`src/gisg_pkg.sv`:
```
// ----------------------------------------------------------------------------
// gisg_pkg
// Shared types and constants of the greedy independent set grouping block.
// ----------------------------------------------------------------------------
`default_nettype none
package gisg_pkg;
    localparam int unsigned DEF_MAX_CELLS  = 1024;
    localparam int unsigned DEF_NEIGHBOURS = 26;
    localparam int unsigned DEF_MAX_GROUPS = 32;

    typedef enum logic [1:0] {
        MODE_LOAD  = 2'd0,
        MODE_RUN   = 2'd1,
        MODE_QUERY = 2'd2,
        MODE_NONE  = 2'd3
    } mode_t;

    typedef enum logic [1:0] {
        ST_LOADED = 2'd0,
        ST_RUN    = 2'd1,
        ST_QUERY  = 2'd2,
        ST_ERROR  = 2'd3
    } status_t;

    localparam logic [1:0] MARK_FREE    = 2'd0;
    localparam logic [1:0] MARK_PLACED  = 2'd1;
    localparam logic [1:0] MARK_BLOCKED = 2'd2;

    typedef enum logic [3:0] {
        S_IDLE,
        S_LOAD,
        S_CLR,
        S_RSTART,
        S_SCAN,
        S_SCANW,
        S_NBRD,
        S_NBMK,
        S_NBWR,
        S_REND,
        S_UNBLK,
        S_QRD,
        S_QWAIT,
        S_DONE
    } state_t;

    // Commands from controller to datapath.
    typedef struct packed {
        logic load_wr;     // write neighbour table entry
        logic run_init;    // clear run counters
        logic clr_step;    // clear mark of idx, advance idx
        logic rstart;      // start of a round
        logic scan_rd;     // read mark of idx
        logic place;       // place cell idx
        logic scan_next;   // advance idx
        logic nb_rd;       // read neighbour table slot
        logic nb_mark_rd;  // read mark of fetched neighbour
        logic nb_wr;       // block neighbour if needed, advance slot
        logic rend;        // close round
        logic unblk_step;  // free blocked mark at idx
        logic fail;        // overflow
        logic succeed;     // commit run result
        logic q_rd;        // read group info and member
        logic set_result;  // latch output
    } cmd_t;

    typedef struct packed {
        logic idx_last;    // idx is last cell in use
        logic mark_free;   // read mark is free
        logic slot_last;   // slot is last
        logic all_placed;  // every cell placed
        logic group_full;  // no more groups
    } sts_t;
endpackage
`default_nettype wire

```
`src/gisg_ctrl.sv`:
```
// ----------------------------------------------------------------------------
// gisg_ctrl
// Sequencer of the grouping block: load, run rounds, query.
// ----------------------------------------------------------------------------
`default_nettype none
module gisg_ctrl
    import gisg_pkg::*;
(
    input  wire logic       clk,
    input  wire logic       rst_n,
    input  wire logic       in_valid,
    output logic            in_ready,
    input  wire logic [1:0] mode,
    input  wire logic       out_busy,
    output cmd_t            cmd,
    input  wire sts_t       sts
);
    state_t state_reg, state_next;

    always_ff @(posedge clk or negedge rst_n)
    begin
        if (!rst_n)
            state_reg <= S_IDLE;
        else
            state_reg <= state_next;
    end

    always_comb
    begin
        state_next = state_reg;
        cmd = '0;
        in_ready = 1'b0;
        unique case (state_reg)
            S_IDLE:
            begin
                in_ready = 1'b1;
                if (in_valid)
                begin
                    unique case (mode)
                        MODE_LOAD:  state_next = S_LOAD;
                        MODE_RUN:
                        begin
                            cmd.run_init = 1'b1;
                            state_next = S_CLR;
                        end
                        MODE_QUERY: state_next = S_QRD;
                        default:    state_next = S_DONE;
                    endcase
                end
            end
            S_LOAD:
            begin
                cmd.load_wr = 1'b1;
                state_next = S_DONE;
            end
            S_CLR:
            begin
                cmd.clr_step = 1'b1;
                if (sts.idx_last)
                    state_next = S_RSTART;
            end
            S_RSTART:
            begin
                if (sts.all_placed)
                begin
                    cmd.succeed = 1'b1;
                    state_next = S_DONE;
                end
                else if (sts.group_full)
                begin
                    cmd.fail = 1'b1;
                    state_next = S_DONE;
                end
                else
                begin
                    cmd.rstart = 1'b1;
                    cmd.scan_rd = 1'b1;
                    state_next = S_SCANW;
                end
            end
            S_SCAN:
            begin
                cmd.scan_rd = 1'b1;
                state_next = S_SCANW;
            end
            S_SCANW:
            begin
                if (sts.mark_free)
                begin
                    cmd.place = 1'b1;
                    state_next = S_NBRD;
                end
                else if (sts.idx_last)
                begin
                    cmd.rend = 1'b1;
                    state_next = S_UNBLK;
                end
                else
                begin
                    cmd.scan_next = 1'b1;
                    state_next = S_SCAN;
                end
            end
            S_NBRD:
            begin
                cmd.nb_rd = 1'b1;
                state_next = S_NBMK;
            end
            S_NBMK:
            begin
                cmd.nb_mark_rd = 1'b1;
                state_next = S_NBWR;
            end
            S_NBWR:
            begin
                cmd.nb_wr = 1'b1;
                if (!sts.slot_last)
                    state_next = S_NBRD;
                else if (sts.idx_last)
                begin
                    cmd.rend = 1'b1;
                    state_next = S_UNBLK;
                end
                else
                begin
                    cmd.scan_next = 1'b1;
                    state_next = S_SCAN;
                end
            end
            S_UNBLK:
            begin
                cmd.unblk_step = 1'b1;
                if (sts.idx_last)
                    state_next = S_RSTART;
            end
            S_QRD:
            begin
                cmd.q_rd = 1'b1;
                state_next = S_QWAIT;
            end
            S_QWAIT:   state_next = S_DONE;
            S_DONE:
            begin
                if (!out_busy)
                begin
                    cmd.set_result = 1'b1;
                    state_next = S_IDLE;
                end
            end
            default:   state_next = S_IDLE;
        endcase
    end
endmodule
`default_nettype wire

```
`config.mk`:
```
export PLATFORM = sky130hd
export DESIGN_NAME = gisg_ctrl
export DESIGN_NICKNAME = d
export VERILOG_FILES = /design/src/gisg_pkg.sv /design/src/gisg_ctrl.sv
export SDC_FILE = /design/constraint.sdc
export NUM_CORES = 1
export LEC_CHECK = 0
export BUFFER_PORTS_ARGS = -buffer_cell sky130_fd_sc_hd__buf_2
export CAP_MARGIN = 15
export CORE_UTILIZATION = 46
export DETAILED_ROUTE_END_ITERATION = 16
export GPL_ROUTABILITY_DRIVEN = 0
export PLACE_DENSITY = 0.81
export SLEW_MARGIN = 15
export SYNTH_ARGS = -nofsm -noshare
export SYNTH_HDL_FRONTEND = slang
export SYNTH_SLANG_ARGS = --single-unit
```
`constraint.sdc`:
```
create_clock -name clk -period 1.8 [get_ports clk]
set_input_delay 0.09 -clock clk [delete_from_list [all_inputs] [get_ports clk]]
set_output_delay 0.09 -clock clk [all_outputs]
set_load 0.005 [all_outputs]
```
==> parameters.txt <==
Parameter                              Value

Timing
  Worst max-slew margin expressed relative to the limit    78.46%
  Final hold slack    0.1887 ns
  Minimum period implied by the final worst setup slack    ~1.7 ns
  Worst clock skew    ~0.0022 ns
  Max-slew violation count    0
  Fin crit share    95.43%
  Total negative slack for setup checks    0 ns
  Highest achievable clock rate    ~0.58 GHz
  Final hold violations    0
  Worst Max-Slew Pin Slew    0.3230 ns
  Setup violation total in the final timing report    0
  RSZ-0062 raised after global routing    no
  Least setup slack across all paths after layout    0.08228 ns

Logic synthesis
  Combinational family with the most area after synthesis    simple AND/OR/NAND/NOR gates
  Syn Nets    106
  Cell type with the highest aggregate area in the netlist    sky130_fd_sc_hd__dfrtp_1
  Top cell type's share of synthesized area    15.47%
  Adder and majority gate portion of the synthesized area    between 5 and 6%
  Count of cell types in the netlist    37
  Xor and xnor fraction of the mapped netlist area    0%
  Biggest area contributors in the synthesized netlist    sky130_fd_sc_hd__dfrtp_1 (15%), sky130_fd_sc_hd__nor2_1 (7.0%), sky130_fd_sc_hd__ha_1 (5.8%)
  Mapped Cells    92
  Synth Flop Type    sky130_fd_sc_hd__dfrtp_1
  Async SR Flop Fraction    100.0%
  Area of the mapped netlist    646.9 sq um
  Synthesized area divided by synthesized cell count    7.031 sq um
  Post-synth EDFFs    0
  Part of the Yosys area used for sequential elements    15.47%
  Yosys reg bits    4
  Compound-gate portion of the synthesized area    between 20% and 30%
  Yosys Warn Count    0
  Multiplexer fraction of the synthesized cell area    0%
  Area share of and/or/nand/nor cells after synthesis    43.52%

Hold path
  Worst min-delay path class    input pin to asynchronous set/reset pin

Global route
  Global-route wire length before repair    between 2000 and 3000 um
  Antenna violations before repair    0
  Via count of the first global-routing pass    609
  Pin count of the biggest net entering global routing    18
  Overall track demand over capacity in global routing    around 26%
  Total congestion overflow after global routing    0

Layout
  Max reg flops    4
  Layout net count    135
  Final antenna diode count    0
  Fraction of final layout cells with drive strength greater than 1    37.82%
  Non-Filler Cell Area, Final    808.3 sq um
  Count of filler cells inserted in the layout    between 100 and 150
  Area delta synth->final    24.95%

Setup path
  Setup Crit Path Kind    register to output pin
  Largest fanout on the critical path    14
  Worst path max stage delay    0.55 ns
  RR Endpoint    state_reg[3]
  Slowest cell on the critical path    sky130_fd_sc_hd__dfrtp_2
  Cell-by-cell listing of the critical path    inv_2 -> o32a_1 -> nor2_2 -> and2_1 -> buf_2
  Buf+Inv Stages, Crit Path    2
  Critical path endpoint category    output pin
  Reg2reg setup slack    0.35 ns
  Depth of the worst register-to-register path    5
  Launch instance of the worst register-to-register path    state_reg[2]
  Startpoint type of the worst setup path    register
  Cell family contributing the most delay on the critical path    flip-flops
  Worst endpoint data arrival time    about 1.6 ns
  Required time reported for the critical path endpoint    1.71 ns

Drt
  Drc violations    0
  Detailed router's first-iteration violation count    42
  Post-route antenna net violation count    0
  Vias per Instance    about 5.7
  WL final    1684 um
  Via total after detailed routing    ~770
  Detailed-routing iteration count for the pre-antenna-repair pass    4
  Detail-routed net length per standard cell    between 10 and 15 um

Outcome
  Outcome    finished clean

Power and ir drop
  Total power    0.001245 W
  Worst VDD drop    793.7 uV
  P per Cell Area    1541 mW/mm^2
  Reported leakage power    0.4086 nW

Clocking
  TritonCTS Sinks    4
  CTS tree    done
  Worst-skew pair later-pin latency    0.24 ns
  # H-tree levels    1
  # Post-CTS Setup Buffers    0
  Library cell used as clock root buffer    sky130_fd_sc_hd__clkbuf_4
  Number of buffers inserted during clock tree synthesis    3
  Max Root-Sink Buffers    2
  Clock-pin slew reported for the worst setup and hold paths after clock tree synthesis    0.04 ns

Die
  Core region area    0.001301 sq mm
  Die boundary width    ~40 um
  Starting utilization of the core area    around 50%
  DIE AREA    0.001560 sq mm
  Floorplan row count    13
  I/O pin count    28
  Vertical extent of the die    39.50 um

Place
  Dpl cell area    773.2 sq um
  Number of buffers inserted by port buffering    27
  Setup WS pre-CTS    0.1881 ns
  Dpl hpwl    about 1300 um

Job
  Number of maximum-capacitance violations    0
==> worst max-delay path by stage <==
stage          slack [ns]  endpoint    startpoint  cells past startpoint
3_3_place_gp         0.21    cmd[5]  state_reg[0]                      5
6_report             0.08    cmd[5]  state_reg[0]                      5
2_1_floorplan        0.55   cmd[14]  state_reg[3]                      5
4_1_cts              0.09    cmd[5]  state_reg[0]                      5
5_1_grt              0.01    cmd[5]  state_reg[0]                      5
3_5_place_dp         0.19    cmd[5]  state_reg[0]                      5
==> layer usage <==
metal	part of all wire, %	track usage (%)	vias up
met2	47	38.93	35
li1	-	-	377
met5	0	0	-
met3	7.3	8.523	0
met1	46	34.36	355
met4	0	8.621	0
==> placed cells by master (no fill, tap or decap), types with 2 or more instances in the layout <==
cell,n
sky130_fd_sc_hd__a31oi_1,2
sky130_fd_sc_hd__nor2_1,12
sky130_fd_sc_hd__nor3_1,5
sky130_fd_sc_hd__o21ai_1,4
sky130_fd_sc_hd__clkbuf_4,3
sky130_fd_sc_hd__nor2_2,2
sky130_fd_sc_hd__nand3_1,2
sky130_fd_sc_hd__o21ai_0,5
sky130_fd_sc_hd__nand3b_1,2
sky130_fd_sc_hd__ha_1,3
sky130_fd_sc_hd__a21oi_1,6
sky130_fd_sc_hd__nor2b_1,2
sky130_fd_sc_hd__buf_4,4
sky130_fd_sc_hd__nor4_1,3
sky130_fd_sc_hd__inv_1,5
sky130_fd_sc_hd__buf_2,27
sky130_fd_sc_hd__dfrtp_2,2
sky130_fd_sc_hd__dfrtp_1,2
sky130_fd_sc_hd__nand2b_1,4
sky130_fd_sc_hd__nand2_1,5
==> cell type report <==
cell class                      count  area [sq um]  area share (%)
Timing Repair Buffer               32         175.2           21.67
Sequential cell                     4         102.6           12.69
Multi-Input combinational cell     74         466.7           57.74
Tap cell                           15         18.77           2.322
Inverter                            6         22.52           2.786
Clock buffer                        3         22.52           2.786
==> synth_stat cells (2+ instances only) <==
cell                        n
sky130_fd_sc_hd__a31oi_1    2
sky130_fd_sc_hd__nand3_1    2
sky130_fd_sc_hd__nor4_1     3
sky130_fd_sc_hd__buf_6      2
sky130_fd_sc_hd__buf_4      2
sky130_fd_sc_hd__inv_1      5
sky130_fd_sc_hd__nand2b_1   4
sky130_fd_sc_hd__nand2_1    5
sky130_fd_sc_hd__nor2_1    12
sky130_fd_sc_hd__nor3_1     5
sky130_fd_sc_hd__nand3b_1   2
sky130_fd_sc_hd__nor2_2     2
sky130_fd_sc_hd__ha_1       3
sky130_fd_sc_hd__a21oi_1    6
sky130_fd_sc_hd__o21ai_1    4
sky130_fd_sc_hd__o21ai_0    5
sky130_fd_sc_hd__buf_2      4
sky130_fd_sc_hd__nor2b_1    2
sky130_fd_sc_hd__dfrtp_1    4
==> cell families (layout without fill, tap and decap cells) <==
family,after synthesis,in the layout
buffers and inverters,14,41
AND/OR/NAND/NOR,48,48
adder cells (fa/ha/maj),3,3
AO/OA/AOI/OAI,23,23
flip-flops,4,4
==> where the power goes <==
group / switching (W) / leakage (nW) / total [W] / internal [W]
sequential: 0.000170 / 0.0464 / 0.000312 / 0.000143
clock: 0.0000414 / 0.0138 / 0.000116 / 0.0000749
combinational: 0.000434 / 0.348 / 0.000817 / 0.000383
==> through the flow <==
stage | cells | util (%)
2_1_floorplan | 92 | -
6_report | 134 | 62.12
5_1_grt | 134 | 62.12
3_3_place_gp | 130 | 59.42
3_5_place_dp | 130 | 59.42
4_1_cts | 134 | 62.02
==> timing repair <==
item,in CTS,in global routing
endpoints found under the setup margin,1,1
hold buffers,1,0
resized for setup,1,1
endpoints found under the hold margin,4,0
Power figures use the tool's default switching activity.
